==> config.mk <==
export PLATFORM = sky130hd
export DESIGN_NAME = ndb_bw_search
export DESIGN_NICKNAME = d
export VERILOG_FILES = /design/src/sv/ndb_bw_pkg.sv /design/src/sv/ndb_bw_search.sv
export SDC_FILE = /design/constraint.sdc
export NUM_CORES = 1
export LEC_CHECK = 0
export ABC_AREA = 1
export BUFFER_PORTS_ARGS = -buffer_cell sky130_fd_sc_hd__buf_2
export CORE_MARGIN = 10
export CORE_UTILIZATION = 40
export CTS_BUF_LIST = sky130_fd_sc_hd__clkbuf_2 sky130_fd_sc_hd__clkbuf_4 sky130_fd_sc_hd__clkbuf_8
export DETAILED_ROUTE_END_ITERATION = 10
export SYNTH_ARGS = -nofsm -noshare
export SYNTH_HDL_FRONTEND = slang
export SYNTH_SLANG_ARGS = --single-unit
==> constraint.sdc <==
create_clock -name clk -period 9.9 [get_ports clk]
set_input_delay 0.99 -clock clk [delete_from_list [all_inputs] [get_ports clk]]
set_output_delay 0.99 -clock clk [all_outputs]
set_load 0.01 [all_outputs]
==> src/sv/ndb_bw_pkg.sv <==
// Shared types and constants for the N dB bandwidth measurement block.
// No dependencies; imported by every module of the block.
package ndb_bw_pkg;

    localparam int LEVEL_W    = 16;
    localparam int TARGET_W   = 18;
    localparam int KEY_W      = 19;
    localparam int START_W    = 40;
    localparam int STEP_W     = 32;
    localparam int DROP_W     = 15;
    localparam int BW_W       = 42;
    localparam int FREQ_W     = 43;
    localparam int STATUS_W   = 2;
    localparam int CFG_IDX_W  = 2;
    localparam int CFG_DATA_W = 40;

    localparam logic [CFG_IDX_W-1:0] REG_START_FREQ = 2'd0;
    localparam logic [CFG_IDX_W-1:0] REG_STEP_FREQ  = 2'd1;
    localparam logic [CFG_IDX_W-1:0] REG_DROP_LEVEL = 2'd2;

    localparam logic [STATUS_W-1:0] STATUS_OK      = 2'd0;
    localparam logic [STATUS_W-1:0] STATUS_SHORT   = 2'd1;
    localparam logic [STATUS_W-1:0] STATUS_DROPPED = 2'd2;

    localparam logic [START_W-1:0] START_FREQ_RST = 40'd0;
    localparam logic [STEP_W-1:0]  STEP_FREQ_RST  = 32'd1;
    localparam logic [DROP_W-1:0]  DROP_LEVEL_RST = 15'd300;

    // Control from the sequencer to the shared search unit.
    typedef struct packed {
        logic sample_valid;
        logic first;
        logic dist_mode;
    } srch_ctrl_t;

endpackage

==> src/sv/ndb_bw_search.sv <==
// Shared compare unit: tracks the best sample of a scan, either the highest
// level or the level closest to the target. Depends on ndb_bw_pkg.
module ndb_bw_search import ndb_bw_pkg::*; #(
    parameter int AW = 10
) (
    input  logic                       clk,
    input  srch_ctrl_t                 ctrl,
    input  logic [AW-1:0]              sample_idx,
    input  logic signed [LEVEL_W-1:0]  level,
    input  logic signed [TARGET_W-1:0] target,
    output logic [AW-1:0]              best_idx,
    output logic signed [LEVEL_W-1:0]  best_level
);

    logic signed [KEY_W-1:0] best_key_reg;
    logic [AW-1:0]           best_idx_reg;

    logic signed [KEY_W-1:0] level_x;
    logic signed [KEY_W-1:0] target_x;
    logic signed [KEY_W-1:0] diff;
    logic signed [KEY_W-1:0] key;
    logic signed [KEY_W-1:0] cmp_a;
    logic signed [KEY_W-1:0] cmp_b;
    logic                    better;

    always_comb
    begin
        level_x  = KEY_W'(level);
        target_x = KEY_W'(target);
        diff     = level_x - target_x;
        key      = ctrl.dist_mode ? ((diff < 0) ? -diff : diff) : level_x;
        // One comparator: a strictly higher level, or a strictly smaller distance.
        cmp_a    = ctrl.dist_mode ? best_key_reg : key;
        cmp_b    = ctrl.dist_mode ? key : best_key_reg;
        better   = ctrl.first || (cmp_a > cmp_b);
    end

    always_ff @(posedge clk)
    begin
        if (ctrl.sample_valid && better)
        begin
            best_key_reg <= key;
            best_idx_reg <= sample_idx;
        end
    end

    assign best_idx   = best_idx_reg;
    assign best_level = best_key_reg[LEVEL_W-1:0];

endmodule

Yosys cells after proc, flatten, opt, wreduce, memory -nomap -nowiden
Index checks and enable logic that the tools add are counted.
- bits in registers: 29
- input bits: 48
- output and inout bits: 26
- word-level logic and storage cells: 12
- $add $sub $neg: 2
- $lt $le $gt $ge: 2
- multiplexer cells: 4
- reduce and logical (&&, ||, !) cells: 2
- operators with widths (kind ; number):
    $mux 19 ; 4
    $gt 19x19->1 ; 1
    $lt 19x1->1 const B ; 1
    $neg 19->19 ; 1
    $sub 16x18->19 ; 1
    $logic_and 1x1->1 ; 1
    $logic_or 1x1->1 ; 1

Logic depth before layout (Yosys ltp)
Gate-level depths: netlist of run 1.
- depth in word-level cells: 8
- mapped depth: 31
- mapped depth without buffers: 30

Worst setup path before layout of run 1
Ideal clock, no wire load.
- path kind: input to register
- from: input port level[0]
- to: register best_idx_reg[0], in the netlist best_idx[0], enable pin
- setup time: 0.460 ns
- data arrival time: 6.101 ns
- data required time: 9.440 ns
- path slack: 3.339 ns
- stages on the path: 25
- path buffers: 0
- path through: inv_1 ha_1 fa_1 ha_1 inv_1 nor2_1 nand2_2 nor2_2 nand2_1 nor2_4 nand2_2 nor2_2 nand3_2 nor3_1 a21oi_1 ha_1 inv_1 nor2_1 nand2_1 inv_1 a221oi_1 nand3_1 nand2_1 nand3_1 a21boi_0
- word-level cells in the longest chain between the ends: 8
- elaborated cells on any way between the ends: 10
- those cells by class: 2 x add/sub; 2 x order compare; 4 x mux; 2 x reduce/logical
- RTL lines (element ; RTL line ; source):
    start: declaration ; ndb_bw_search.sv:9 ; input logic signed [LEVEL_W-1:0] level,
    $sub 16x18->19 ; ndb_bw_search.sv:30 ; diff = level_x - target_x;
    $neg 19->19 / $lt 19x1->1 (equally long branches) ; ndb_bw_search.sv:31 ; key = ctrl.dist_mode ? ((diff < 0) ? -diff : diff) : level_x;
    $mux 19 ; ndb_bw_search.sv:31 ;
    $mux 19 * ; ndb_bw_search.sv:31 ;
    $mux 19, on equally long branches ; ndb_bw_search.sv:33, ndb_bw_search.sv:34 ;
    $gt 19x19->1 * ; ndb_bw_search.sv:35 ; better = ctrl.first || (cmp_a > cmp_b);
    $logic_or 1x1->1 * ; ndb_bw_search.sv:35 ;
    $logic_and 1x1->1 * ; ndb_bw_search.sv:40 ; if (ctrl.sample_valid && better)
    end signal: assignment ; ndb_bw_search.sv:43 ; best_idx_reg <= sample_idx;
    end: declaration ; ndb_bw_search.sv:16 ; logic [AW-1:0] best_idx_reg;
Mark *: on every way between the ends. The rest lies on a longest branch, timed or not.
A chain may end at the register's enable or synchronous reset.

Worst setup path in the final report of run 1
- from: input port level[0]
- to: register best_idx_reg[4], in the netlist best_idx[4], enable pin
Same word-level chain as after synthesis.

==> flow_summary.html, run 1 <==
<table>
<tr><th>Metric</th><th>Value</th></tr>
<tr><th colspan="2">Setup path</th></tr>
<tr><td>Startpoint type of the worst setup path</td><td>input pin</td></tr>
<tr><td>Register-to-register path setup slack</td><td>6.88 ns</td></tr>
<tr><td>Arrival time reported for the critical path endpoint</td><td>5.33 ns</td></tr>
<tr><td>Top cell family by delay on the critical path</td><td>simple AND/OR/NAND/NOR gates</td></tr>
<tr><td>Maximum fanout encountered on the critical timing path</td><td>29</td></tr>
<tr><td>Critical path's slowest cell</td><td>sky130_fd_sc_hd__a21boi_4</td></tr>
<tr><td>Critical path data required time</td><td>9.80 ns</td></tr>
<tr><td>Worst setup EP type</td><td>flip-flop</td></tr>
<tr><td>Max incr delay on CP</td><td>0.79 ns</td></tr>
<tr><td>Number of buffers and inverters on the critical path</td><td>3</td></tr>
<tr><td>Kind of critical path</td><td>in -&gt; reg</td></tr>
<tr><td>Most common cell on crit path</td><td>sky130_fd_sc_hd__nand2_1</td></tr>
<tr><th colspan="2">Pwr</th></tr>
<tr><td>Clock share of power</td><td>0.182</td></tr>
<tr><td>Switching Share</td><td>0.4250</td></tr>
<tr><td>Comb pwr share</td><td>0.503</td></tr>
<tr><td>Pwr dens</td><td>120.7 nW/um^2</td></tr>
<tr><td>Internal</td><td>298.3 uW</td></tr>
<tr><td>Register share of total power</td><td>0.315</td></tr>
<tr><td>Net switching power figure</td><td>220.4 uW</td></tr>
<tr><td>Maximum vdd ir drop</td><td>0.04764 mV</td></tr>
<tr><td>Leakage power</td><td>2.382 nW</td></tr>
<tr><th colspan="2">Yosys</th></tr>
<tr><td>Dominant register cell in the synthesized netlist</td><td>sky130_fd_sc_hd__edfxtp_1</td></tr>
<tr><td>Synthesis-stage register bit count</td><td>29</td></tr>
<tr><td>Post-Syn Area per Cell</td><td>6.314 um^2</td></tr>
<tr><td>Post-Syn Instances</td><td>609</td></tr>
<tr><td>Synth top area cells</td><td>sky130_fd_sc_hd__edfxtp_1, sky130_fd_sc_hd__nand2_1, sky130_fd_sc_hd__ha_1, sky130_fd_sc_hd__inv_1, sky130_fd_sc_hd__nand3_1</td></tr>
<tr><td>Number of enable flip-flop cells after synthesis</td><td>29</td></tr>
<tr><td>Share of the synthesized area in the top cell type</td><td>0.2265</td></tr>
<tr><td>Yosys cell types</td><td>41</td></tr>
<tr><td>Number of warnings reported in the yosys synthesis log</td><td>0</td></tr>
<tr><td>Most frequent cells after synthesis</td><td>sky130_fd_sc_hd__nand2_1, sky130_fd_sc_hd__inv_1, sky130_fd_sc_hd__nand3_1</td></tr>
<tr><td>Async S/R FF share, synth</td><td>0</td></tr>
<tr><td>Combined area of all synthesized cells</td><td>3845 um^2</td></tr>
<tr><td>Post-synth net total</td><td>696</td></tr>
<tr><td>Post-synthesis sequential area ratio</td><td>0.2265</td></tr>
<tr><td>Dominant cell type by area after synthesis</td><td>sky130_fd_sc_hd__edfxtp_1</td></tr>
<tr><td>Top-count cell post-synth</td><td>sky130_fd_sc_hd__nand2_1</td></tr>
<tr><th colspan="2">Floorplan</th></tr>
<tr><td>Die Y-Extent</td><td>118.0 um</td></tr>
<tr><td>Row Count</td><td>35</td></tr>
<tr><td>Floorplan Core Area</td><td>9284 um^2</td></tr>
<tr><td>Die Outline Area</td><td>13930 um^2</td></tr>
<tr><td>Number of top-level pins</td><td>74</td></tr>
<tr><td>Width of the die</td><td>118.0 um</td></tr>
<tr><td>Effective utilization at floorplan</td><td>0.4142</td></tr>
<tr><th colspan="2">Route</th></tr>
<tr><td>Number of optimization iterations in the first detailed-route pass</td><td>4</td></tr>
<tr><td>Length of routed met3 wiring</td><td>401 um</td></tr>
<tr><td>Number of antenna-violating nets in the routed design</td><td>0</td></tr>
<tr><td>Routed via count divided by cell count</td><td>4.758</td></tr>
<tr><td>Violation count after the first detailed-route iteration</td><td>139</td></tr>
<tr><td>Highest metal used</td><td>met4</td></tr>
<tr><td>M1 wire length</td><td>4.884 mm</td></tr>
<tr><td>Met2 wire length</td><td>4.494 mm</td></tr>
<tr><td>DR WL/cell</td><td>12.47 um</td></tr>
<tr><td>Remaining design rule violation count</td><td>0</td></tr>
<tr><td>Final wirelength</td><td>9.898 mm</td></tr>
<tr><td>Via Count</td><td>3778</td></tr>
<tr><th colspan="2">Cells and area</th></tr>
<tr><td>Area added between synthesis and finish</td><td>11.81%</td></tr>
<tr><td>Non-filler instance count after layout</td><td>794</td></tr>
<tr><td>Area taken by flip-flops and latches</td><td>870.8 um^2</td></tr>
<tr><td>Fill cells</td><td>1032</td></tr>
<tr><td>Number of nets in the finished design</td><td>751</td></tr>
<tr><td>Share of layout cells above drive strength 1</td><td>0.1699</td></tr>
<tr><td>Area of all placed cells without fillers</td><td>4299 um^2</td></tr>
<tr><td>Number of flip-flops under the largest register name</td><td>19</td></tr>
<tr><td>Antenna diode count</td><td>0</td></tr>
<tr><td>Total area of multi-input combinational cells</td><td>2420 um^2</td></tr>
<tr><th colspan="2">Clock tree</th></tr>
<tr><td>Deepest level of the CTS H-tree</td><td>2</td></tr>
<tr><td>Clock latency reported for the late side of the worst-skew pair</td><td>0.28 ns</td></tr>
<tr><td>Buffers inserted by post-CTS timing repair</td><td>0</td></tr>
<tr><td>Hold bufs inserted after CTS</td><td>0</td></tr>
<tr><td>CTS resizes</td><td>0</td></tr>
<tr><td>CTS Buf Count</td><td>5</td></tr>
<tr><td>Maximum clock path buffer count</td><td>2</td></tr>
<tr><td>Clock-pin slew reported for the worst setup and hold paths after clock tree synthesis</td><td>0.06 ns</td></tr>
<tr><td>Number of sinks handled by clock tree synthesis</td><td>29</td></tr>
<tr><td>CTS tree</td><td>built</td></tr>
<tr><td>Clock root buffer master</td><td>sky130_fd_sc_hd__clkbuf_8</td></tr>
<tr><th colspan="2">STA</th></tr>
<tr><td>Setup violators final</td><td>0</td></tr>
<tr><td>Final cycle utilization of the critical path</td><td>0.5484</td></tr>
<tr><td>Number of failing hold endpoints at the final stage</td><td>0</td></tr>
<tr><td>Setup_tns</td><td>0 ns</td></tr>
<tr><td>Shortest period the worst path allows</td><td>5.429 ns</td></tr>
<tr><td>Setup repair after global routing missed its margin</td><td>false</td></tr>
<tr><td>Slew at the pin closest to its max-slew limit</td><td>0.9530 ns</td></tr>
<tr><td>Final Max Tran Viols</td><td>0</td></tr>
<tr><td>Maximum operating frequency</td><td>0.1842 GHz</td></tr>
<tr><td>Headroom to the max-slew limit</td><td>0.3631</td></tr>
<tr><td>Largest clock skew in the final design</td><td>0.009337 ns</td></tr>
<tr><th colspan="2">Global route</th></tr>
<tr><td>Global router's overall resource usage</td><td>0.1406</td></tr>
<tr><td>Via count of the first global-routing pass</td><td>3587</td></tr>
<tr><td>Antenna violations before repair</td><td>0</td></tr>
<tr><td>First-pass GRT wire length</td><td>16.74 mm</td></tr>
<tr><td>Maximum number of pins on one net before global-route repair</td><td>50</td></tr>
<tr><td>Total congestion overflow</td><td>0</td></tr>
<tr><th colspan="2">Placed design</th></tr>
<tr><td>Cell count after placement</td><td>786</td></tr>
<tr><td>Placed instance area</td><td>4218 um^2</td></tr>
<tr><td>Number of input and output port buffers inserted</td><td>73</td></tr>
<tr><td>Placed wire-length estimate</td><td>8.349 mm</td></tr>
<tr><td>Routability-driven placement congestion ratio</td><td>0.8425</td></tr>
<tr><th colspan="2">Worst hold path</th></tr>
<tr><td>Path category of the worst min-delay check</td><td>in -&gt; reg</td></tr>
<tr><th colspan="2">Run status</th></tr>
<tr><td>Run status</td><td>finished clean</td></tr>
<tr><th colspan="2">Run</th></tr>
<tr><td>Reported max-cap violation count</td><td>0</td></tr>
</table>
layout make-up:
class | instances | share of cell area
repair buffers | 74 | 0.08673
multi-input cells | 450 | 0.5629
flip-flops and latches | 29 | 0.2026
clock inverters | 3 | 0.002910
clock buffers | 5 | 0.01601
inverters | 104 | 0.09139
well taps | 129 | 0.03754
layer usage:
metal | vias to the layer above | track usage
li1 | 2052 | -
met1 | 1646 | 0.1851
met2 | 72 | 0.2329
met3 | 8 | 0.02302
met4 | 0 | 0.03323
met5 | - | 0
layout by cell type (no fill, tap or decap), types with 5 or more instances in the layout:
master	count
sky130_fd_sc_hd__nand2_1	195
sky130_fd_sc_hd__inv_1	100
sky130_fd_sc_hd__buf_2	73
sky130_fd_sc_hd__nand3_1	47
sky130_fd_sc_hd__nor2_1	46
sky130_fd_sc_hd__ha_1	38
sky130_fd_sc_hd__o21ai_0	30
sky130_fd_sc_hd__edfxtp_1	29
sky130_fd_sc_hd__a21oi_1	22
sky130_fd_sc_hd__nand2_2	13
sky130_fd_sc_hd__nor3_1	7
sky130_fd_sc_hd__nand4_1	6
sky130_fd_sc_hd__nand3b_1	5
sky130_fd_sc_hd__clkbuf_8	5
metrics by stage:
stage | hold slack, ns | power, mW | setup WS, ns | util
CTS | 0.8797 | 0.5237 | 4.444 | 0.4631
floorplan | 1.089 | 0.3698 | 3.339 | -
detailed placement | 1.169 | 0.4280 | 4.167 | 0.4543
global placement | 1.168 | 0.4231 | 4.311 | 0.4543
global route | 0.8723 | 0.5698 | 3.908 | 0.4631
finish | 0.8840 | 0.5187 | 4.471 | 0.4631
power by group through the flow:
stage                     clock network (mW)  registers, mW  logic [mW]
after detailed placement                   0          0.166       0.262
after CTS                             0.0968          0.164       0.263
after floorplan                            0          0.167       0.202
after global routing                   0.103          0.166       0.301
final                                 0.0946          0.163       0.261
after global placement                     0          0.166       0.257
worst register-to-register path, cell delays in order, from the launching register on:
cell and delay (ns):
sky130_fd_sc_hd__edfxtp_1 0.42, sky130_fd_sc_hd__nand2_1 0.08, sky130_fd_sc_hd__o21ai_0 0.09, sky130_fd_sc_hd__ha_1 0.35, sky130_fd_sc_hd__a21oi_1 0.13, sky130_fd_sc_hd__o21ai_0 0.11, sky130_fd_sc_hd__a221oi_1 0.35, sky130_fd_sc_hd__nand3_1 0.11
sky130_fd_sc_hd__nand2_1 0.07, sky130_fd_sc_hd__nand3_1 0.11, sky130_fd_sc_hd__a21boi_4 0.79
cells by family after synthesis:
group                    count (synthesis)  synth area share
XOR/XNOR                                 2          0.004557
adder cells (fa/ha/maj)                 39            0.1289
AND/OR/NAND/NOR                        336            0.3850
flip-flops                              29            0.2265
buffers and inverters                  130            0.1471
AO/OA/AOI/OAI                           73            0.1080
path summary, 6_finish.rpt:
path,start,to,depth (start not counted)
setup / recovery,level[0],best_idx[4]$_DFFE_PP_,26
hold / removal,sample_idx[1],best_idx[1]$_DFFE_PP_,1
setup reg to reg,best_key_reg[12]$_DFFE_PP_,best_idx[4]$_DFFE_PP_,10
hold reg to reg,best_key_reg[18]$_DFFE_PP_,best_key_reg[18]$_DFFE_PP_,6
Note: power is estimated with default switching activity, not from simulation.
==> run 2, diff against run 1 <==
==> constraint.sdc (replaced) <==
create_clock -name clk -period 5 [get_ports clk]
set_input_delay 0.5 -clock clk [delete_from_list [all_inputs] [get_ports clk]]
set_output_delay 0.5 -clock clk [all_outputs]
set_load 0.01 [all_outputs]
==> run 2 against run 1 <==
Cell area increased by 0.35%. Critical path depth up 1. Routed wire length is 3.3% higher. Non-clock buffer count rose by 3. Critical endpoint is now best_key_reg[4]$_DFFE_PP_. Die area unchanged. Highest routed layer unchanged. Combinational power increased by 100%.
==> flow_summary.html, run 2 (synthesized netlist as in run 1, its figures left out) <==
<table>
<tr><th>Metric</th><th>Value</th></tr>
<tr><th colspan="2">STA</th></tr>
<tr><td>Shortest period the worst path allows</td><td>4.392 ns</td></tr>
<tr><td>Maximum operating frequency</td><td>0.2277 GHz</td></tr>
<tr><td>Slew at the pin closest to its max-slew limit</td><td>0.4693 ns</td></tr>
<tr><td>Number of failing hold endpoints at the final stage</td><td>0</td></tr>
<tr><td>Final Max Tran Viols</td><td>0</td></tr>
<tr><td>Largest clock skew in the final design</td><td>0.007700 ns</td></tr>
<tr><td>Final cycle utilization of the critical path</td><td>0.8785</td></tr>
<tr><td>Setup_tns</td><td>0 ns</td></tr>
<tr><td>Setup repair after global routing missed its margin</td><td>false</td></tr>
<tr><td>Setup violators final</td><td>0</td></tr>
<tr><td>Headroom to the max-slew limit</td><td>0.6872</td></tr>
<tr><th colspan="2">Route</th></tr>
<tr><td>Final wirelength</td><td>10.22 mm</td></tr>
<tr><td>DR WL/cell</td><td>12.83 um</td></tr>
<tr><td>Remaining design rule violation count</td><td>0</td></tr>
<tr><td>Number of antenna-violating nets in the routed design</td><td>0</td></tr>
<tr><td>Violation count after the first detailed-route iteration</td><td>187</td></tr>
<tr><td>Routed via count divided by cell count</td><td>4.849</td></tr>
<tr><td>Via Count</td><td>3865</td></tr>
<tr><td>Number of optimization iterations in the first detailed-route pass</td><td>4</td></tr>
<tr><th colspan="2">Cells and area</th></tr>
<tr><td>Non-filler instance count after layout</td><td>797</td></tr>
<tr><td>Number of nets in the finished design</td><td>754</td></tr>
<tr><td>Most common library cell in the layout ignoring fill and taps</td><td>sky130_fd_sc_hd__nand2_1</td></tr>
<tr><td>Fill cells</td><td>1066</td></tr>
<tr><td>Total area of multi-input combinational cells</td><td>2412 um^2</td></tr>
<tr><td>Share of layout cells above drive strength 1</td><td>0.1737</td></tr>
<tr><td>Area taken by flip-flops and latches</td><td>870.8 um^2</td></tr>
<tr><td>Antenna diode count</td><td>0</td></tr>
<tr><td>Number of flip-flops under the largest register name</td><td>19</td></tr>
<tr><td>Area added between synthesis and finish</td><td>12.20%</td></tr>
<tr><td>Commonest cells after routing, fill and taps aside</td><td>sky130_fd_sc_hd__nand2_1, sky130_fd_sc_hd__inv_1, sky130_fd_sc_hd__buf_2</td></tr>
<tr><td>Final design utilization</td><td>0.4647</td></tr>
<tr><th colspan="2">Clock tree</th></tr>
<tr><td>Number of sinks handled by clock tree synthesis</td><td>29</td></tr>
<tr><td>Clock root buffer master</td><td>sky130_fd_sc_hd__clkbuf_8</td></tr>
<tr><td>Buffers inserted by post-CTS timing repair</td><td>0</td></tr>
<tr><td>Clock latency reported for the late side of the worst-skew pair</td><td>0.28 ns</td></tr>
<tr><td>Hold bufs inserted after CTS</td><td>0</td></tr>
<tr><td>Maximum clock path buffer count</td><td>2</td></tr>
<tr><td>Clock-pin slew reported for the worst setup and hold paths after clock tree synthesis</td><td>0.06 ns</td></tr>
<tr><td>CTS Buf Count</td><td>5</td></tr>
<tr><td>CTS resizes</td><td>0</td></tr>
<tr><td>CTS tree</td><td>built</td></tr>
<tr><td>Deepest level of the CTS H-tree</td><td>2</td></tr>
<tr><th colspan="2">Setup path</th></tr>
<tr><td>Maximum fanout encountered on the critical timing path</td><td>20</td></tr>
<tr><td>Max incr delay on CP</td><td>0.56 ns</td></tr>
<tr><td>Kind of critical path</td><td>in -&gt; reg</td></tr>
<tr><td>Logic depth of the worst register-to-register path</td><td>12</td></tr>
<tr><td>Startpoint type of the worst setup path</td><td>input pin</td></tr>
<tr><td>Critical path's slowest cell</td><td>sky130_fd_sc_hd__fa_1</td></tr>
<tr><td>Critical R2R Capture</td><td>best_key_reg[4]$_DFFE_PP_</td></tr>
<tr><td>Number of buffers and inverters on the critical path</td><td>4</td></tr>
<tr><td>Register-to-register path setup slack</td><td>2.51 ns</td></tr>
<tr><td>Arrival time reported for the critical path endpoint</td><td>4.35 ns</td></tr>
<tr><td>Reg-to-Reg Start</td><td>best_key_reg[14]$_DFFE_PP_</td></tr>
<tr><td>Worst setup EP type</td><td>flip-flop</td></tr>
<tr><td>Top cell family by delay on the critical path</td><td>simple AND/OR/NAND/NOR gates</td></tr>
<tr><td>Critical path data required time</td><td>4.96 ns</td></tr>
<tr><td>Most common cell on crit path</td><td>sky130_fd_sc_hd__nand2_1</td></tr>
<tr><th colspan="2">Global route</th></tr>
<tr><td>Global router's overall resource usage</td><td>0.1456</td></tr>
<tr><td>Via count of the first global-routing pass</td><td>3733</td></tr>
<tr><td>Maximum number of pins on one net before global-route repair</td><td>49</td></tr>
<tr><td>Total congestion overflow</td><td>0</td></tr>
<tr><td>Antenna violations before repair</td><td>0</td></tr>
<tr><td>First-pass GRT wire length</td><td>17.33 mm</td></tr>
<tr><th colspan="2">Pwr</th></tr>
<tr><td>Pwr dens</td><td>238.1 nW/um^2</td></tr>
<tr><td>Leakage power</td><td>2.392 nW</td></tr>
<tr><td>Final Power</td><td>1.027 mW</td></tr>
<tr><td>Maximum vdd ir drop</td><td>0.08382 mV</td></tr>
<tr><th colspan="2">Floorplan</th></tr>
<tr><td>Die Outline Area</td><td>13930 um^2</td></tr>
<tr><td>Effective utilization at floorplan</td><td>0.4142</td></tr>
<tr><td>Number of top-level pins</td><td>74</td></tr>
<tr><td>Row Count</td><td>35</td></tr>
<tr><td>Floorplan Core Area</td><td>9284 um^2</td></tr>
<tr><td>Die Y-Extent</td><td>118.0 um</td></tr>
<tr><td>Width of the die</td><td>118.0 um</td></tr>
<tr><th colspan="2">Worst hold path</th></tr>
<tr><td>Number of stages on the worst hold path</td><td>1</td></tr>
<tr><td>Worst hold path startpoint</td><td>sample_idx[7]</td></tr>
<tr><td>Hold worst-path end</td><td>best_idx[7]$_DFFE_PP_</td></tr>
<tr><td>Path category of the worst min-delay check</td><td>in -&gt; reg</td></tr>
<tr><th colspan="2">Placed design</th></tr>
<tr><td>Placed wire-length estimate</td><td>8.781 mm</td></tr>
<tr><td>Cell count after placement</td><td>789</td></tr>
<tr><td>Routability-driven placement congestion ratio</td><td>0.9018</td></tr>
<tr><td>Number of input and output port buffers inserted</td><td>73</td></tr>
<tr><th colspan="2">Run status</th></tr>
<tr><td>Run status</td><td>finished clean</td></tr>
<tr><th colspan="2">Run</th></tr>
<tr><td>Reported max-cap violation count</td><td>0</td></tr>
</table>
==> run 2: power breakdown <==
group	switching, mW	leakage (nW)	internal (mW)
Combinational	0.331	2.07	0.189
Sequential	0.0132	0.280	0.309
Clock	0.0906	0.0430	0.0935
==> run 2: per-layer routing <==
metal,up-vias,track usage,wire length (um)
met5,-,0,0
met4,0,0.03555,112
met3,8,0.01727,352
met2,67,0.2500,4896
met1,1742,0.1880,4862
li1,2048,-,-
==> run 2: worst reg2reg max path, stage by stage, from the launching register on <==
cell and delay, ns:
sky130_fd_sc_hd__edfxtp_1 0.39, sky130_fd_sc_hd__inv_1 0.08, sky130_fd_sc_hd__nor2_1 0.05, sky130_fd_sc_hd__nor2_1 0.13, sky130_fd_sc_hd__ha_1 0.26, sky130_fd_sc_hd__a21oi_1 0.13
sky130_fd_sc_hd__o21ai_0 0.13, sky130_fd_sc_hd__a221oi_1 0.32, sky130_fd_sc_hd__nand3_1 0.11, sky130_fd_sc_hd__nand2_1 0.07, sky130_fd_sc_hd__nand3_1 0.08, sky130_fd_sc_hd__a21boi_2 0.14
sky130_fd_sc_hd__buf_4 0.29
==> run 2: metrics by stage <==
stage	setup WS, ns	hold WS (ns)	instance area (um^2)
2_1_floorplan	0.2280	0.5989	3849
3_5_place_dp	0.2969	0.6788	4233
3_3_place_gp	0.4128	0.6801	4233
5_1_grt	0.1897	0.3829	4314
4_1_cts	0.5750	0.3907	4314
6_report	0.6077	0.3972	4314
==> run 2: worst max-delay path by stage <==
stage / startpoint / endpoint / slack [ns] / depth (start not counted)
2_1_floorplan: level[0] / best_idx[0]$_DFFE_PP_ / 0.23 / 25
3_3_place_gp: level[0] / best_key_reg[5]$_DFFE_PP_ / 0.41 / 27
3_5_place_dp: level[0] / best_key_reg[5]$_DFFE_PP_ / 0.30 / 27
4_1_cts: level[0] / best_key_reg[4]$_DFFE_PP_ / 0.57 / 27
5_1_grt: level[0] / best_key_reg[4]$_DFFE_PP_ / 0.19 / 27
6_report: level[0] / best_key_reg[4]$_DFFE_PP_ / 0.61 / 27
==> run 2: area by class of cell <==
type	instances	share of cell area
Sequential cell	29	0.2019
Tap cell	129	0.03741
Multi-Input combinational cell	450	0.5592
Clock buffer	5	0.01595
Inverter	104	0.09107
Clock inverter	3	0.002900
Timing Repair Buffer	77	0.09165
==> run 3, diff against run 2 <==
--- a/config.mk
+++ b/config.mk
@@ -7,10 +7,12 @@
 export LEC_CHECK = 0
 export ABC_AREA = 1
 export BUFFER_PORTS_ARGS = -buffer_cell sky130_fd_sc_hd__buf_2
+export CORE_ASPECT_RATIO = 1.4
 export CORE_MARGIN = 10
 export CORE_UTILIZATION = 40
 export CTS_BUF_LIST = sky130_fd_sc_hd__clkbuf_2 sky130_fd_sc_hd__clkbuf_4 sky130_fd_sc_hd__clkbuf_8
 export DETAILED_ROUTE_END_ITERATION = 10
+export PLACE_DENSITY = 0.58
 export SYNTH_ARGS = -nofsm -noshare
 export SYNTH_HDL_FRONTEND = slang
 export SYNTH_SLANG_ARGS = --single-unit
==> run 3 against run 2 <==
Clock skew about the same. Combinational power grew 0.8%. Cell count fell by 2.5%. First-iteration DRC count fell by 4.8%. Register-to-register slack worse by 0.03 ns. Fmax shrank 0.20%. Sequential share of layout area up 0.082 points. Core utilization fell by 0.79 points. Critical path depth stayed put. Setup slack lost 0.0088 ns.
==> flow_summary.html, run 3 (synthesized netlist as in run 1, its figures left out) <==
<table>
<tr><th>Metric</th><th>Value</th></tr>
<tr><th colspan="2">Run status</th></tr>
<tr><td>Run status</td><td>finished clean</td></tr>
<tr><th colspan="2">Clock tree</th></tr>
<tr><td>Deepest level of the CTS H-tree</td><td>2</td></tr>
<tr><td>Clock root buffer master</td><td>sky130_fd_sc_hd__clkbuf_8</td></tr>
<tr><td>Clock latency reported for the late side of the worst-skew pair</td><td>0.29 ns</td></tr>
<tr><td>Number of sinks handled by clock tree synthesis</td><td>29</td></tr>
<tr><td>CTS resizes</td><td>0</td></tr>
<tr><td>Clock-pin slew reported for the worst setup and hold paths after clock tree synthesis</td><td>0.06 ns</td></tr>
<tr><td>Maximum clock path buffer count</td><td>2</td></tr>
<tr><td>Hold bufs inserted after CTS</td><td>0</td></tr>
<tr><td>Buffers inserted by post-CTS timing repair</td><td>0</td></tr>
<tr><td>CTS Buf Count</td><td>5</td></tr>
<tr><td>CTS tree</td><td>built</td></tr>
<tr><th colspan="2">Global route</th></tr>
<tr><td>Maximum number of pins on one net before global-route repair</td><td>49</td></tr>
<tr><td>Total congestion overflow</td><td>0</td></tr>
<tr><td>Global router's overall resource usage</td><td>0.1474</td></tr>
<tr><td>Antenna violations before repair</td><td>0</td></tr>
<tr><td>First-pass GRT wire length</td><td>16.84 mm</td></tr>
<tr><td>Via count of the first global-routing pass</td><td>3732</td></tr>
<tr><th colspan="2">Cells and area</th></tr>
<tr><td>Number of nets in the finished design</td><td>754</td></tr>
<tr><td>Area added between synthesis and finish</td><td>11.75%</td></tr>
<tr><td>Number of flip-flops under the largest register name</td><td>19</td></tr>
<tr><td>Share of layout cells above drive strength 1</td><td>0.1739</td></tr>
<tr><td>Most common library cell in the layout ignoring fill and taps</td><td>sky130_fd_sc_hd__nand2_1</td></tr>
<tr><td>Fill cells</td><td>1042</td></tr>
<tr><td>Commonest cells after routing, fill and taps aside</td><td>sky130_fd_sc_hd__nand2_1, sky130_fd_sc_hd__inv_1, sky130_fd_sc_hd__buf_2</td></tr>
<tr><td>Antenna diode count</td><td>0</td></tr>
<tr><th colspan="2">Floorplan</th></tr>
<tr><td>Die Outline Area</td><td>13990 um^2</td></tr>
<tr><td>Row Count</td><td>42</td></tr>
<tr><td>Number of top-level pins</td><td>74</td></tr>
<tr><td>Die Y-Extent</td><td>136.0 um</td></tr>
<tr><td>Floorplan Core Area</td><td>9407 um^2</td></tr>
<tr><td>Effective utilization at floorplan</td><td>0.4088</td></tr>
<tr><td>Width of the die</td><td>102.9 um</td></tr>
<tr><th colspan="2">Route</th></tr>
<tr><td>Number of optimization iterations in the first detailed-route pass</td><td>4</td></tr>
<tr><td>Routed via count divided by cell count</td><td>4.949</td></tr>
<tr><td>DR WL/cell</td><td>13.16 um</td></tr>
<tr><td>Via Count</td><td>3845</td></tr>
<tr><td>Final wirelength</td><td>10.22 mm</td></tr>
<tr><td>Remaining design rule violation count</td><td>0</td></tr>
<tr><td>Violation count after the first detailed-route iteration</td><td>178</td></tr>
<tr><td>Number of antenna-violating nets in the routed design</td><td>0</td></tr>
<tr><th colspan="2">Run</th></tr>
<tr><td>Reported max-cap violation count</td><td>0</td></tr>
<tr><th colspan="2">Pwr</th></tr>
<tr><td>Leakage power</td><td>2.396 nW</td></tr>
<tr><td>Maximum vdd ir drop</td><td>0.09062 mV</td></tr>
<tr><td>Pwr dens</td><td>240.7 nW/um^2</td></tr>
<tr><th colspan="2">Setup path</th></tr>
<tr><td>Arrival time reported for the critical path endpoint</td><td>4.37 ns</td></tr>
<tr><td>Most common cell on crit path</td><td>sky130_fd_sc_hd__nand2_1</td></tr>
<tr><td>Critical path's slowest cell</td><td>sky130_fd_sc_hd__fa_1</td></tr>
<tr><td>Reg-to-Reg Start</td><td>best_key_reg[12]$_DFFE_PP_</td></tr>
<tr><td>Worst setup EP type</td><td>flip-flop</td></tr>
<tr><td>Critical path depth</td><td>27</td></tr>
<tr><td>Critical path data required time</td><td>4.97 ns</td></tr>
<tr><td>Maximum fanout encountered on the critical timing path</td><td>17</td></tr>
<tr><td>Top cell family by delay on the critical path</td><td>simple AND/OR/NAND/NOR gates</td></tr>
<tr><td>Max incr delay on CP</td><td>0.56 ns</td></tr>
<tr><td>Logic depth of the worst register-to-register path</td><td>11</td></tr>
<tr><td>Startpoint type of the worst setup path</td><td>input pin</td></tr>
<tr><td>Register-to-register path setup slack</td><td>2.48 ns</td></tr>
<tr><td>Critical R2R Capture</td><td>best_idx[1]$_DFFE_PP_</td></tr>
<tr><td>Number of buffers and inverters on the critical path</td><td>4</td></tr>
<tr><td>Kind of critical path</td><td>in -&gt; reg</td></tr>
<tr><td>Critical Path Sink</td><td>best_idx[1]$_DFFE_PP_</td></tr>
<tr><td>Crit. Startpoint</td><td>level[0]</td></tr>
<tr><th colspan="2">STA</th></tr>
<tr><td>Final worst-path setup slack</td><td>0.5989 ns</td></tr>
<tr><td>Setup repair after global routing missed its margin</td><td>false</td></tr>
<tr><td>Slew at the pin closest to its max-slew limit</td><td>0.4789 ns</td></tr>
<tr><td>Maximum operating frequency</td><td>0.2272 GHz</td></tr>
<tr><td>Headroom to the max-slew limit</td><td>0.6808</td></tr>
<tr><td>Setup_tns</td><td>0 ns</td></tr>
<tr><td>Final cycle utilization of the critical path</td><td>0.8802</td></tr>
<tr><td>Shortest period the worst path allows</td><td>4.401 ns</td></tr>
<tr><td>Largest clock skew in the final design</td><td>0.008112 ns</td></tr>
<tr><td>Final Max Tran Viols</td><td>0</td></tr>
<tr><td>Setup violators final</td><td>0</td></tr>
<tr><td>Number of failing hold endpoints at the final stage</td><td>0</td></tr>
<tr><th colspan="2">Worst hold path</th></tr>
<tr><td>Path category of the worst min-delay check</td><td>in -&gt; reg</td></tr>
<tr><th colspan="2">Placed design</th></tr>
<tr><td>Placed wire-length estimate</td><td>8.671 mm</td></tr>
<tr><td>Setup slack after placement</td><td>0.2677 ns</td></tr>
<tr><td>Number of input and output port buffers inserted</td><td>73</td></tr>
<tr><td>Routability-driven placement congestion ratio</td><td>0.8739</td></tr>
</table>
-- run 3: cell count changes in the layout (fill, tap and decap cells not counted), sizes merged --
cell    delta
clkinv     -2
clkbuf     +1
-- run 3: where the power goes --
group	switching [mW]	internal (mW)	leakage, nW
logic	0.334	0.191	2.07
clock network	0.0882	0.0990	0.0421
registers	0.0131	0.309	0.280
total	0.435	0.599	2.40
-- run 3: metal layers --
metal	GRT usage	wire, um
met5	0	0
met4	0.05659	231
met3	0.02134	485
met2	0.2581	4941
met1	0.1753	4565
-- run 3: how the worst min path moves through the flow --
stage,from,end,slack (ns),cells past startpoint
final,sample_idx[1],best_idx[1]$_DFFE_PP_,0.39,1
after detailed placement,sample_idx[5],best_idx[5]$_DFFE_PP_,0.68,1
after floorplan,sample_idx[0],best_idx[0]$_DFFE_PP_,0.60,0
after CTS,sample_idx[5],best_idx[5]$_DFFE_PP_,0.38,1
after global routing,sample_idx[5],best_idx[5]$_DFFE_PP_,0.38,1
after global placement,sample_idx[5],best_idx[5]$_DFFE_PP_,0.68,1
-- run 3: per-stage QoR --
step	hold slack (ns)	cell area [um^2]	utilization	instances	power [mW]
6_report	0.3942	4297	0.4568	777	1.034
5_1_grt	0.3787	4297	0.4568	777	1.135
4_1_cts	0.3823	4297	0.4568	777	1.045
3_5_place_dp	0.6783	4217	0.4483	770	0.8544
3_3_place_gp	0.6762	4217	0.4483	770	0.8451
2_1_floorplan	0.5989	3849	-	609	0.7318
-- run 3: final cells by class --
type / count / area [um^2] / area share
Multi-Input combinational cell: 450 / 2420 / 0.5632
Sequential cell: 29 / 870.8 / 0.2027
Timing Repair Buffer: 77 / 395.4 / 0.09202
Inverter: 104 / 392.9 / 0.09144
Tap cell: 110 / 137.6 / 0.03203
Clock buffer: 6 / 76.32 / 0.01776
Clock inverter: 1 / 3.754 / 0.0008736
